`src/rtl/masm_pkg.sv`:
```
// Shared types, codes and constants for the matrix add/subtract/multiply unit.
package masm_pkg;

   localparam int MAX_DIM_DEFAULT    = 8;
   localparam int ELEM_WIDTH_DEFAULT = 16;
   localparam int DIM_WIDTH          = 4;
   localparam int OP_WIDTH           = 2;
   localparam int CMD_WIDTH          = 2;
   localparam int IDX_WIDTH          = 3;
   localparam int IN_WIDTH           = 16;
   localparam int RESULT_WIDTH       = 32;
   localparam int CSR_ADDR_WIDTH     = 5;
   localparam int CSR_DATA_WIDTH     = 32;

   localparam logic [DIM_WIDTH-1:0] DIM_RESET = 4'd8;

   typedef enum logic [CMD_WIDTH-1:0] {
      CMD_WRITE_A = 2'd0,
      CMD_WRITE_B = 2'd1,
      CMD_START   = 2'd2
   } command_type;

   typedef enum logic [OP_WIDTH-1:0] {
      OP_ADD = 2'd0,
      OP_SUB = 2'd1,
      OP_MUL = 2'd2
   } operation_type;

   typedef enum logic [2:0] {
      REG_ROWS_A    = 3'd0,
      REG_COLS_A    = 3'd1,
      REG_ROWS_B    = 3'd2,
      REG_COLS_B    = 3'd3,
      REG_OPERATION = 3'd4
   } reg_index_type;

   typedef enum logic [1:0] {
      ST_IDLE  = 2'd0,
      ST_ISSUE = 2'd1,
      ST_DRAIN = 2'd2,
      ST_EMIT  = 2'd3
   } state_type;

   typedef struct packed {
      logic [CMD_WIDTH-1:0]       command;
      logic [IDX_WIDTH-1:0]       row_index;
      logic [IDX_WIDTH-1:0]       col_index;
      logic signed [IN_WIDTH-1:0] element_value;
   } req_data_type;

   typedef struct packed {
      logic [IDX_WIDTH-1:0]           out_row;
      logic [IDX_WIDTH-1:0]           out_col;
      logic signed [RESULT_WIDTH-1:0] out_value;
      logic                           last;
      logic                           size_mismatch;
   } rsp_data_type;

   typedef struct packed {
      logic [DIM_WIDTH-1:0] rows_a;
      logic [DIM_WIDTH-1:0] cols_a;
      logic [DIM_WIDTH-1:0] rows_b;
      logic [DIM_WIDTH-1:0] cols_b;
      logic [OP_WIDTH-1:0]  operation;
   } cfg_type;

   typedef struct packed {
      logic wr_a;
      logic wr_b;
      logic issue;
      logic acc_clr;
      logic load_out;
      logic last;
      logic mismatch;
   } cmd_type;

   typedef struct packed {
      logic pipe_busy;
      logic out_free;
   } status_type;

endpackage

```
`src/rtl/masm_regs.sv`:
```
// Configuration register file on the APB-style port.
module masm_regs (
   input  logic                                 clock,
   input  logic                                 reset,
   input  logic                                 psel,
   input  logic                                 penable,
   input  logic                                 pwrite,
   input  logic [masm_pkg::CSR_ADDR_WIDTH-1:0]  paddr,
   input  logic [masm_pkg::CSR_DATA_WIDTH-1:0]  pwdata,
   output logic [masm_pkg::CSR_DATA_WIDTH-1:0]  prdata,
   output logic                                 pready,
   output masm_pkg::cfg_type                    cfg
);
   import masm_pkg::*;

   cfg_type       cfg_ff, cfg_in;
   reg_index_type reg_sel;
   logic          wr_en;

   assign pready  = 1'b1;
   assign wr_en   = psel && penable && pwrite;
   assign reg_sel = reg_index_type'(paddr[CSR_ADDR_WIDTH-1:2]);
   assign cfg     = cfg_ff;

   always_comb begin
      cfg_in = cfg_ff;
      if (wr_en) begin
         unique case (reg_sel)
            REG_ROWS_A:    cfg_in.rows_a    = pwdata[DIM_WIDTH-1:0];
            REG_COLS_A:    cfg_in.cols_a    = pwdata[DIM_WIDTH-1:0];
            REG_ROWS_B:    cfg_in.rows_b    = pwdata[DIM_WIDTH-1:0];
            REG_COLS_B:    cfg_in.cols_b    = pwdata[DIM_WIDTH-1:0];
            REG_OPERATION: cfg_in.operation = pwdata[OP_WIDTH-1:0];
            default:       cfg_in = cfg_ff;
         endcase
      end
   end

   always_comb begin
      prdata = '0;
      unique case (reg_sel)
         REG_ROWS_A:    prdata = CSR_DATA_WIDTH'(cfg_ff.rows_a);
         REG_COLS_A:    prdata = CSR_DATA_WIDTH'(cfg_ff.cols_a);
         REG_ROWS_B:    prdata = CSR_DATA_WIDTH'(cfg_ff.rows_b);
         REG_COLS_B:    prdata = CSR_DATA_WIDTH'(cfg_ff.cols_b);
         REG_OPERATION: prdata = CSR_DATA_WIDTH'(cfg_ff.operation);
         default:       prdata = '0;
      endcase
   end

   always_ff @(posedge clock) begin
      if (reset) begin
         cfg_ff.rows_a    <= DIM_RESET;
         cfg_ff.cols_a    <= DIM_RESET;
         cfg_ff.rows_b    <= DIM_RESET;
         cfg_ff.cols_b    <= DIM_RESET;
         cfg_ff.operation <= OP_ADD;
      end else begin
         cfg_ff <= cfg_in;
      end
   end

endmodule

```
`config.mk`:
```
export PLATFORM = sky130hd
export DESIGN_NAME = masm_regs
export DESIGN_NICKNAME = d
export VERILOG_FILES = /design/src/rtl/masm_pkg.sv /design/src/rtl/masm_regs.sv
export SDC_FILE = /design/constraint.sdc
export NUM_CORES = 1
export LEC_CHECK = 0
export BUFFER_PORTS_ARGS = -buffer_cell sky130_fd_sc_hd__buf_2
export CORE_AREA = 2 2 56 58
export DETAILED_ROUTE_END_ITERATION = 7
export DIE_AREA = 0 0 58 60
export GPL_TIMING_DRIVEN = 0
export PLACE_DENSITY = 0.81
export SYNTH_ARGS = -nofsm -noshare
export SYNTH_HDL_FRONTEND = slang
export SYNTH_SLANG_ARGS = --single-unit
export TNS_END_PERCENT = 20
```
`constraint.sdc`:
```
create_clock -name clock -period 5 [get_ports clock]
set_input_delay 1.25 -clock clock [delete_from_list [all_inputs] [get_ports clock]]
set_output_delay 1.25 -clock clock [all_outputs]
set_load 0.02 [all_outputs]
```
==> impl_metrics.yaml <==
layout:
  fin_util: 0.4983
  largest_register_ffs: 18
  area_delta_synth_final_pct: 29.60
  final_nets: 222
  instances_no_fill: 211
  final_common_cell: "buf_2"
  final_cell_mix: "35 x buf_2, 29 x buf_4, 29 x conb_1, 22 x mux2i_1, 18 x dfxtp_1"
  drive_gt1_frac: 0.3933
  final_area_sq_um: 1446
  diodes: 0
yosys:
  yosysSeqAreaShare: 0.3229
  yosys_warnings: 0
  syn_area_per_cell_sq_um: 9.705
  synthCells: 115
  ys_ff_latch: 18
  netlist-cell-type-count: 19
  syn-cell-area_sq_um: 1116
worst_setup_path:
  r2r-start: "cfg[12]"
  cp_max_fo: 10
  cpPeakStageDelay_ns: 0.53
  critPathRequiredTime_ns: 3.75
  path_delay_family: "multiplexers"
  path_buf_inv: 3
  setup.worst_path.end_class: "output pin"
  worst_ep_arrival_time_ns: 2.42
  critPathLaunchType: "input pin"
  crit_chain: "buf_2 > buf_2 > mux4_2 > nor2b_1 > buf_2"
  criticalPathCategory: "in2out"
  startpoint: "paddr[2]"
  path_common_cell: "buf_2"
  worst_path_max_delay_cell: "mux4_2"
cts:
  cts_setup_buffers: 0
  postCtsHoldBufs: 0
  cts_sinks: 18
  htreeDepth: 1
  cts_tree: "done"
  clk_latency_ns: 0.28
  clock_path_buffers: 2
  clkTransAtPathRegs_ns: 0.09
  cts_made_buffers: 3
  root_buffer: "clkbuf_4"
  cts.repair.resized: 0
routing:
  first_pass_iters: 4
  drc: 0
  initialDrtViolationCount: 13
  wl_met2_microns: 1055
  routed.top_layer: "met4"
  routed_wl_microns: 2224
  avgViaCountPerCell: 4.166
  wl_met1_microns: 960
  wl_per_cell_microns: 10.54
  via_count: 879
  route.met3.wl_microns: 187
  ant_nets: 0
sta:
  fmax_mhz: 272.9
  worst_clock_skew_ns: 0
  rsz0062_at_grt: "false"
  setup_violations: 0
  period_minus_slack_ns: 3.665
  slew_violations: 0
  finalCritPeriodShare: 0.7330
  holdWs_ns: 0.4931
  hold_violations: 0
  tns_ns: 0
power:
  switching_power_mw: 0.07937
  irDropWorstVdd_v: 0.0001443
  switching_share: 0.2841
  p_leak_nw: 0.8093
  sequentialPowerShare: 0.519
  p_int_mw: 0.2000
  p_comb_frac: 0.237
  p_per_area_nw_per_um2: 193.1
  pwr-share-clk: 0.244
floorplan:
  rows: 20
  ios: 93
  core_sq_um: 2903
  die_x_microns: 58
  fp.dieArea_sq_um: 3480
  fp.dieH_microns: 60
  initial_core_util: 0.3845
global_routing:
  grt_start_max_net_pins: 11
  grt_pass1_vias: 788
  antenna_found_initial: 0
  gr-total-overflow: 0
  grt_pass1_wl_microns: 3512
  grt_usage: 0.1311
hold_path:
  hold_class: "reg2reg"
  hold_start: "cfg[7]"
place:
  dpl_cell_area_sq_um: 1424
  dp_hpwl_microns: 1845
  dp_cells: 208
  gp_congestion: 0.7005
  io_buffers: 33
run:
  drv_cap: 0
outcome:
  status: "finished, final reports clean"
==> final cells by class <==
type / instances / area [sq um]
flip-flops and latches: 18 / 360.3
fillers: 304 / 1456
repair buffers: 33 / 165.2
clock buffers: 3 / 22.52
well taps: 33 / 41.29
plain buffers: 33 / 235.2
multi-input cells: 91 / 621.8
==> metrics by stage <==
stage	power [mW]	setup slack, ns
after CTS	0.2816	1.324
after global placement	0.2132	1.371
after detailed placement	0.2138	1.333
final	0.2793	1.335
after global routing	0.2911	1.275
after floorplan	0.2023	1.627
==> per-layer routing <==
layer	track usage	up-vias
met5	0	-
met1	0.1576	375
li1	-	460
met4	0.02990	0
met3	0.01948	2
met2	0.2451	42
==> worst min-delay path: cells and delay by family (launching register included) <==
family | cells | cell delay, ns
muxes | 1 | 0.06
DFF | 1 | 0.33
and+or+nand+nor | 1 | 0.07
==> power groups by stage <==
stage                     Clock (mW)  Combinational, mW  Sequential [mW]
after floorplan                    0             0.0526            0.150
after global placement             0             0.0647            0.148
after detailed placement           0             0.0654            0.148
after CTS                     0.0710             0.0654            0.145
after global routing          0.0747             0.0711            0.145
final                         0.0681             0.0661            0.145
==> logic make-up after synthesis <==
logic type	after synthesis	synth area share
AOI/OAI and AO/OA	6	0.03812
buffers and inverters	33	0.2108
DFF	18	0.3229
muxes	24	0.2377
other	2	0.006729
and+or+nand+nor	32	0.1839
==> final timing paths <==
path,end,slack (ns),cells past startpoint
setup / recovery,prdata[2],1.34,5
hold / removal,cfg[7],0.49,2
hold reg to reg,cfg[7],0.49,2
setup reg to reg,cfg[12],4.36,2
==> synthesized netlist by cell type, drive strengths merged <==
cell	n	area share
nand4	1	0.0056
o21a	2	0.013
mux4	2	0.040
nand3b	2	0.013
nand2b	17	0.095
nor3b	1	0.017
and4b	1	0.0090
or3	1	0.0056
o2bb2ai	2	0.016
mux2i	22	0.20
clkbuf	2	0.0067
nor2	5	0.017
conb	2	0.0067
o21ai	2	0.0090
nand3	1	0.0045
nor2b	3	0.017
buf	31	0.20
dfxtp	18	0.32
Power figures use the tool's default switching activity.
