--- src/rtl/masm_pkg.sv ---
// Shared types, codes and constants for the matrix add/subtract/multiply unit.
package masm_pkg;

   localparam int MAX_DIM_DEFAULT    = 8;
   localparam int ELEM_WIDTH_DEFAULT = 16;
   localparam int DIM_WIDTH          = 4;
   localparam int OP_WIDTH           = 2;
   localparam int CMD_WIDTH          = 2;
   localparam int IDX_WIDTH          = 3;
   localparam int IN_WIDTH           = 16;
   localparam int RESULT_WIDTH       = 32;
   localparam int CSR_ADDR_WIDTH     = 5;
   localparam int CSR_DATA_WIDTH     = 32;

   localparam logic [DIM_WIDTH-1:0] DIM_RESET = 4'd8;

   typedef enum logic [CMD_WIDTH-1:0] {
      CMD_WRITE_A = 2'd0,
      CMD_WRITE_B = 2'd1,
      CMD_START   = 2'd2
   } command_type;

   typedef enum logic [OP_WIDTH-1:0] {
      OP_ADD = 2'd0,
      OP_SUB = 2'd1,
      OP_MUL = 2'd2
   } operation_type;

   typedef enum logic [2:0] {
      REG_ROWS_A    = 3'd0,
      REG_COLS_A    = 3'd1,
      REG_ROWS_B    = 3'd2,
      REG_COLS_B    = 3'd3,
      REG_OPERATION = 3'd4
   } reg_index_type;

   typedef enum logic [1:0] {
      ST_IDLE  = 2'd0,
      ST_ISSUE = 2'd1,
      ST_DRAIN = 2'd2,
      ST_EMIT  = 2'd3
   } state_type;

   typedef struct packed {
      logic [CMD_WIDTH-1:0]       command;
      logic [IDX_WIDTH-1:0]       row_index;
      logic [IDX_WIDTH-1:0]       col_index;
      logic signed [IN_WIDTH-1:0] element_value;
   } req_data_type;

   typedef struct packed {
      logic [IDX_WIDTH-1:0]           out_row;
      logic [IDX_WIDTH-1:0]           out_col;
      logic signed [RESULT_WIDTH-1:0] out_value;
      logic                           last;
      logic                           size_mismatch;
   } rsp_data_type;

   typedef struct packed {
      logic [DIM_WIDTH-1:0] rows_a;
      logic [DIM_WIDTH-1:0] cols_a;
      logic [DIM_WIDTH-1:0] rows_b;
      logic [DIM_WIDTH-1:0] cols_b;
      logic [OP_WIDTH-1:0]  operation;
   } cfg_type;

   typedef struct packed {
      logic wr_a;
      logic wr_b;
      logic issue;
      logic acc_clr;
      logic load_out;
      logic last;
      logic mismatch;
   } cmd_type;

   typedef struct packed {
      logic pipe_busy;
      logic out_free;
   } status_type;

endpackage

--- src/rtl/masm_ctrl.sv ---
// Sequencer: walks result elements and the inner product index, drives the datapath.
module masm_ctrl #(
   parameter int  MAX_DIM = masm_pkg::MAX_DIM_DEFAULT,
   localparam int IW      = $clog2(MAX_DIM)
) (
   input  logic                            clock,
   input  logic                            reset,
   input  masm_pkg::cfg_type               cfg,
   input  logic                            req_valid,
   input  logic [masm_pkg::CMD_WIDTH-1:0]  req_command,
   output logic                            req_stall,
   input  masm_pkg::status_type            status,
   output masm_pkg::cmd_type               cmd,
   output logic [IW-1:0]                   row_idx,
   output logic [IW-1:0]                   col_idx,
   output logic [IW-1:0]                   k_idx
);
   import masm_pkg::*;

   localparam int DW = $clog2(MAX_DIM + 1);

   state_type     state_ff, state_in;
   logic [IW-1:0] i_ff, i_in, j_ff, j_in, k_ff, k_in;
   logic [DW-1:0] ra, ca, rb, cb, orows, ocols, n_inner;
   logic          is_mul, op_valid, start_acc, go;
   logic          i_last, j_last, k_last, elem_last, mismatch;

   function automatic logic [DW-1:0] clamp_dim(input logic [DIM_WIDTH-1:0] d);
      if (int'(d) > MAX_DIM) begin
         return DW'(MAX_DIM);
      end
      return DW'(d);
   endfunction

   always_comb begin
      ra        = clamp_dim(cfg.rows_a);
      ca        = clamp_dim(cfg.cols_a);
      rb        = clamp_dim(cfg.rows_b);
      cb        = clamp_dim(cfg.cols_b);
      is_mul    = (cfg.operation == OP_MUL);
      op_valid  = (cfg.operation == OP_ADD) || (cfg.operation == OP_SUB) || is_mul;
      orows     = ra;
      ocols     = is_mul ? cb : ca;
      n_inner   = is_mul ? ca : DW'(1);
      mismatch  = is_mul ? (ca != rb) : ((ra != rb) || (ca != cb));
      i_last    = (DW'(i_ff) + DW'(1)) == orows;
      j_last    = (DW'(j_ff) + DW'(1)) == ocols;
      k_last    = (DW'(k_ff) + DW'(1)) == n_inner;
      elem_last = i_last && j_last;
      start_acc = (state_ff == ST_IDLE) && req_valid && (req_command == CMD_START);
      go        = op_valid && (orows != '0) && (ocols != '0);
   end

   // next state
   always_comb begin
      state_in = state_ff;
      unique case (state_ff)
         ST_IDLE: begin
            if (start_acc && go) begin
               state_in = (n_inner == '0) ? ST_DRAIN : ST_ISSUE;
            end
         end
         ST_ISSUE: begin
            if (k_last) begin
               state_in = ST_DRAIN;
            end
         end
         ST_DRAIN: begin
            if (!status.pipe_busy) begin
               state_in = ST_EMIT;
            end
         end
         ST_EMIT: begin
            if (status.out_free) begin
               if (elem_last) begin
                  state_in = ST_IDLE;
               end else begin
                  state_in = (n_inner == '0) ? ST_DRAIN : ST_ISSUE;
               end
            end
         end
         default: state_in = ST_IDLE;
      endcase
   end

   // outputs and loop counters
   always_comb begin
      cmd          = '0;
      cmd.last     = elem_last;
      cmd.mismatch = mismatch;
      req_stall    = (state_ff != ST_IDLE);
      i_in         = i_ff;
      j_in         = j_ff;
      k_in         = k_ff;
      unique case (state_ff)
         ST_IDLE: begin
            if (req_valid) begin
               unique case (req_command)
                  CMD_WRITE_A: cmd.wr_a = 1'b1;
                  CMD_WRITE_B: cmd.wr_b = 1'b1;
                  default:     cmd.wr_a = 1'b0;
               endcase
            end
            if (start_acc && go) begin
               cmd.acc_clr = 1'b1;
               i_in        = '0;
               j_in        = '0;
               k_in        = '0;
            end
         end
         ST_ISSUE: begin
            cmd.issue = 1'b1;
            k_in      = k_last ? '0 : k_ff + IW'(1);
         end
         ST_DRAIN: begin
            k_in = '0;
         end
         ST_EMIT: begin
            if (status.out_free) begin
               cmd.load_out = 1'b1;
               cmd.acc_clr  = 1'b1;
               k_in         = '0;
               if (j_last) begin
                  j_in = '0;
                  i_in = i_ff + IW'(1);
               end else begin
                  j_in = j_ff + IW'(1);
               end
            end
         end
         default: cmd = '0;
      endcase
   end

   assign row_idx = i_ff;
   assign col_idx = j_ff;
   assign k_idx   = k_ff;

   always_ff @(posedge clock) begin
      if (reset) begin
         state_ff <= ST_IDLE;
         i_ff     <= '0;
         j_ff     <= '0;
         k_ff     <= '0;
      end else begin
         state_ff <= state_in;
         i_ff     <= i_in;
         j_ff     <= j_in;
         k_ff     <= k_in;
      end
   end

endmodule

--- config.mk ---
export PLATFORM = sky130hd
export DESIGN_NAME = masm_ctrl
export DESIGN_NICKNAME = d
export VERILOG_FILES = /design/src/rtl/masm_pkg.sv /design/src/rtl/masm_ctrl.sv
export SDC_FILE = /design/constraint.sdc
export NUM_CORES = 1
export LEC_CHECK = 0
export BUFFER_PORTS_ARGS = -buffer_cell sky130_fd_sc_hd__buf_2
export CORE_MARGIN = 5
export CORE_UTILIZATION = 25
export CTS_BUF_LIST = sky130_fd_sc_hd__clkbuf_16
export DETAILED_ROUTE_END_ITERATION = 8
export SLEW_MARGIN = 20
export SYNTH_ARGS = -nofsm -noshare
export SYNTH_HDL_FRONTEND = slang
export SYNTH_SLANG_ARGS = --single-unit
--- constraint.sdc ---
create_clock -name clock -period 3.05 [get_ports clock]
set_input_delay 0.61 -clock clock [delete_from_list [all_inputs] [get_ports clock]]
set_output_delay 0.61 -clock clock [all_outputs]
set_load 0.005 [all_outputs]
==> out/summary.md <==
The cell area power density came out at 427 nW/um2. The gate count of the mapped netlist came out at 168. The routed layout has 1308 vias. Across every metal layer, demand over resource in global routing totals 10.5%. The cell repeated most along the worst path was sky130_fd_sc_hd__buf_2. The post-route netlist has 27.4% of its cells at a drive strength greater than 1. The area of the core came out at 5140 um2.

The via count of the first global-routing pass was 1328. The largest driver fanout on the critical path is 6, and the flop and latch count out of synthesis is 11. Max-cap violations in this run came to 0. The first detailed-routing pass took 4 iterations.

The arrival time of the worst setup path is 2.16 ns. The routed wirelength normalized by instance count was 12.8 um. For this run, the leading register cell type out of synthesis is sky130_fd_sc_hd__dfxtp_1. The critical path is of the in2out type. After clock tree synthesis, the clock-pin slew on the worst setup and hold paths is 0.04 ns.

After the first detailed-routing iteration, the DRC count stood at 35. The flow ran to the end, and the final reports show no timing, DRC or antenna violations. Yosys mapped the design onto 49 distinct sky130hd cell types.

Cell type of the slowest stage on the worst timing path: sky130_fd_sc_hd__nor2b_1. The worst slew margin relative to its limit is 66.5%. Setup repair after global routing left no endpoint under its margin. The first global-routing pass estimated 6040 um of wire.

The congestion estimate from routability-driven global placement came to 0.774. The die extent in x was 82.8 um. For the initial antenna violation count, the log shows 0. After routing the design area is 1670 um2.

The die covers 6860 um2. After detailed routing, the total wire length is 3550 um. After synthesis, the cell types taking the most area are sky130_fd_sc_hd__dfxtp_1, sky130_fd_sc_hd__ha_1, sky130_fd_sc_hd__xor2_1. Area share of the largest cell type after synthesis: 16.6%. The HPWL after detailed placement is 3010 um, and the total inserted antenna cells is 0. TritonCTS built the clock tree. The number of enable-type register cells in the synthesized netlist was 0; the sink count of the clock tree was 11. After layout, the worst path uses 90.8% of the clock period. Traced cell by cell, the critical path runs through buf_2 -> nor2b_1 -> mux2i_4 -> xor2_2 -> a2111oi_4 -> and3b_4 -> buf_2. Among cell families on the critical path, the largest total delay comes from simple AND/OR/NAND/NOR gates. Setup violations remaining at the end of the flow were counted as 0.

The cell type with the highest aggregate area in the netlist is sky130_fd_sc_hd__dfxtp_1. The tools report the achievable clock frequency as 361 MHz. The final-report max-slew violation count is 0. Once detail routing completed, the nets flagged for antenna violations numbered 0.

The number of top-level pins is 42. The worst setup path is launched from an input port. Yosys printed 0 warnings. The power after layout came out at 0.712 mW.

For the placed standard-cell area, the log shows 1590 um2. Total negative slack: 0 ns. The run gives 0 as the number of gates given a new drive strength after cts. Relative to the synthesized area, the layout overhead comes to 25.8%.

After the flow finishes, the layout carries non-filler instances totaling 278. VDD sags by at most 0.000211 V. In this run, placement finished with an instance count of 274. The class of the most critical hold timing path was reg2reg. The net count of the finished layout is 241.

Counting every net in the synthesized netlist gives 200. The height of the die is 82.8 um. The tools report the cell at the root of the clock tree as sky130_fd_sc_hd__clkbuf_16. At the pin with the least slew margin, the transition time is 0.502 ns. For this run, the slowest stage of the critical path takes 0.44 ns.

The logs give 0.66 ns for the register-to-register setup slack and 2 for the number of buffers on the longest clock path. The tools report the kind of end point of the critical path as an output port. The number of H-tree branching levels is 1, and the share of synthesized area occupied by flip-flops and latches is 16.6%.

After floorplanning, the core was divided into 26 placement rows. The run gives 0.24 ns as the clock latency reported for the late side of the worst-skew pair. For this run the aggregate overflow at the end of global routing stands at 0. For this design the static power due to leakage is 0.713 nW. In the routed layout, each cell is associated on average with a via count of 4.71. The DRC violation count after routing is 0, and the count of buffer and inverter cells on the critical path is 2. The logs give 25.8% for the effective utilization at floorplan and 1330 um2 for the area of the mapped netlist. STA puts the critical path data required time at 2.44 ns. The pin count of the biggest net entering global routing was 12; the post-route clock skew was 0.00120 ns. The buffers inserted during post-CTS setup optimization was 0; the average cell area after synthesis was 7.89 um2. For this design, the CTS-stage hold fixing added 0 buffers. In this run the tool buffered the top-level ports with 41 buffer cells.

Async set-reset flop share out of synthesis: 0%. The routed design could run at a clock period as short as 2.77 ns. The final hold violation count was 0. Number of buffers created by CTS: 3.
## worst paths after layout
path,start,to,depth (start not counted)
worst max-delay path,cfg[1],cmd[1],7
worst min-delay path,col_idx[1],col_idx[1],2
worst max register to register,state_ff[1],state_ff[0],9
worst min register to register,col_idx[1],col_idx[1],2
## worst reg2reg max path, stage by stage, from the launching register on
cell and delay [ns]:
sky130_fd_sc_hd__dfxtp_1 0.33, sky130_fd_sc_hd__inv_1 0.09, sky130_fd_sc_hd__ha_1 0.25, sky130_fd_sc_hd__nand2_1 0.15, sky130_fd_sc_hd__o41ai_1 0.45, sky130_fd_sc_hd__o41ai_2 0.19
sky130_fd_sc_hd__a21oi_1 0.26, sky130_fd_sc_hd__and3_1 0.29, sky130_fd_sc_hd__nor2_1 0.06, sky130_fd_sc_hd__a311oi_1 0.23
## layout by cell type, fill, tap and decap left out, types with 3 or more instances in the layout
| cell type | n |
|---|---|
| sky130_fd_sc_hd__nor2_1 | 19 |
| sky130_fd_sc_hd__a31oi_1 | 4 |
| sky130_fd_sc_hd__nand2b_1 | 8 |
| sky130_fd_sc_hd__nor3_1 | 4 |
| sky130_fd_sc_hd__ha_1 | 7 |
| sky130_fd_sc_hd__clkbuf_16 | 3 |
| sky130_fd_sc_hd__nor2b_1 | 3 |
| sky130_fd_sc_hd__o31ai_1 | 3 |
| sky130_fd_sc_hd__o21ai_0 | 6 |
| sky130_fd_sc_hd__xor2_1 | 10 |
| sky130_fd_sc_hd__inv_1 | 8 |
| sky130_fd_sc_hd__xnor2_1 | 7 |
| sky130_fd_sc_hd__nand2_1 | 9 |
| sky130_fd_sc_hd__a21oi_1 | 11 |
| sky130_fd_sc_hd__dfxtp_1 | 11 |
| sky130_fd_sc_hd__a21boi_0 | 3 |
| sky130_fd_sc_hd__nor4_1 | 4 |
| sky130_fd_sc_hd__nand3b_1 | 3 |
| sky130_fd_sc_hd__nand3_1 | 6 |
| sky130_fd_sc_hd__buf_2 | 41 |
| sky130_fd_sc_hd__a22oi_1 | 3 |
## routing by layer
layer  up-vias  track usage (%)  share of wire (%)
met5         -                0                  0
met4         0             4.01                1.6
met3         5             2.38                5.7
met2        29             17.1                 45
met1       586             13.4                 48
li1        688                -                  -
## per-stage QoR
step | hold slack [ns] | util (%) | setup slack [ns]
floorplan | 0.477 | - | 0.426
global placement | 0.492 | 30.9 | 0.269
detailed placement | 0.488 | 30.9 | 0.262
CTS | 0.494 | 32.5 | 0.258
global route | 0.517 | 32.5 | 0.156
finish | 0.491 | 32.5 | 0.281
## cell type report
cell class	instances	area, um2
Fill cell	598	3470
Multi-Input combinational cell	143	1040
Sequential cell	11	220
Timing Repair Buffer	43	220
Tap cell	70	87.6
Clock buffer	3	75.1
Inverter	7	26.3
Clock inverter	1	3.75
## synthesized netlist by cell type, types with 3 or more instances
cell type / n
sky130_fd_sc_hd__xor2_1: 10
sky130_fd_sc_hd__nor2b_1: 3
sky130_fd_sc_hd__inv_1: 7
sky130_fd_sc_hd__o31ai_1: 3
sky130_fd_sc_hd__ha_1: 7
sky130_fd_sc_hd__nor2_1: 19
sky130_fd_sc_hd__nand3_1: 6
sky130_fd_sc_hd__nor3_1: 4
sky130_fd_sc_hd__xnor2_1: 7
sky130_fd_sc_hd__dfxtp_1: 11
sky130_fd_sc_hd__nand2_1: 9
sky130_fd_sc_hd__a21boi_0: 3
sky130_fd_sc_hd__a21oi_1: 11
sky130_fd_sc_hd__nor4_1: 4
sky130_fd_sc_hd__nand2b_1: 8
sky130_fd_sc_hd__a22oi_1: 3
sky130_fd_sc_hd__a31oi_1: 4
sky130_fd_sc_hd__nand3b_1: 3
sky130_fd_sc_hd__o21ai_0: 6
## registers in the layout (all words and copies together) (netlist names)
name      cells
row_idx       3
col_idx       3
k_idx         3
state_ff      2
## where the power goes
part	total (mW)	switching, mW	internal, mW	leakage [nW]
sequential	0.167	0.0121	0.155	0.0890
combinational	0.309	0.184	0.126	0.581
clock	0.236	0.0637	0.172	0.0423
total	0.712	0.260	0.452	0.713
## logic make-up (layout without fill, tap and decap cells)
| logic type | count (synthesis) | in the layout | share of synthesized area, % |
|---|---|---|---|
| XOR/XNOR | 18 | 18 | 12.5 |
| multiplexers | 4 | 4 | 4.91 |
| buffers and inverters | 14 | 54 | 5.28 |
| flip-flops | 11 | 11 | 16.6 |
| AND/OR/NAND/NOR | 72 | 72 | 30.7 |
| adder cells (fa/ha/maj) | 7 | 7 | 6.60 |
| AO/OA/AOI/OAI | 42 | 42 | 23.5 |
(Power assumes the default switching activity.)
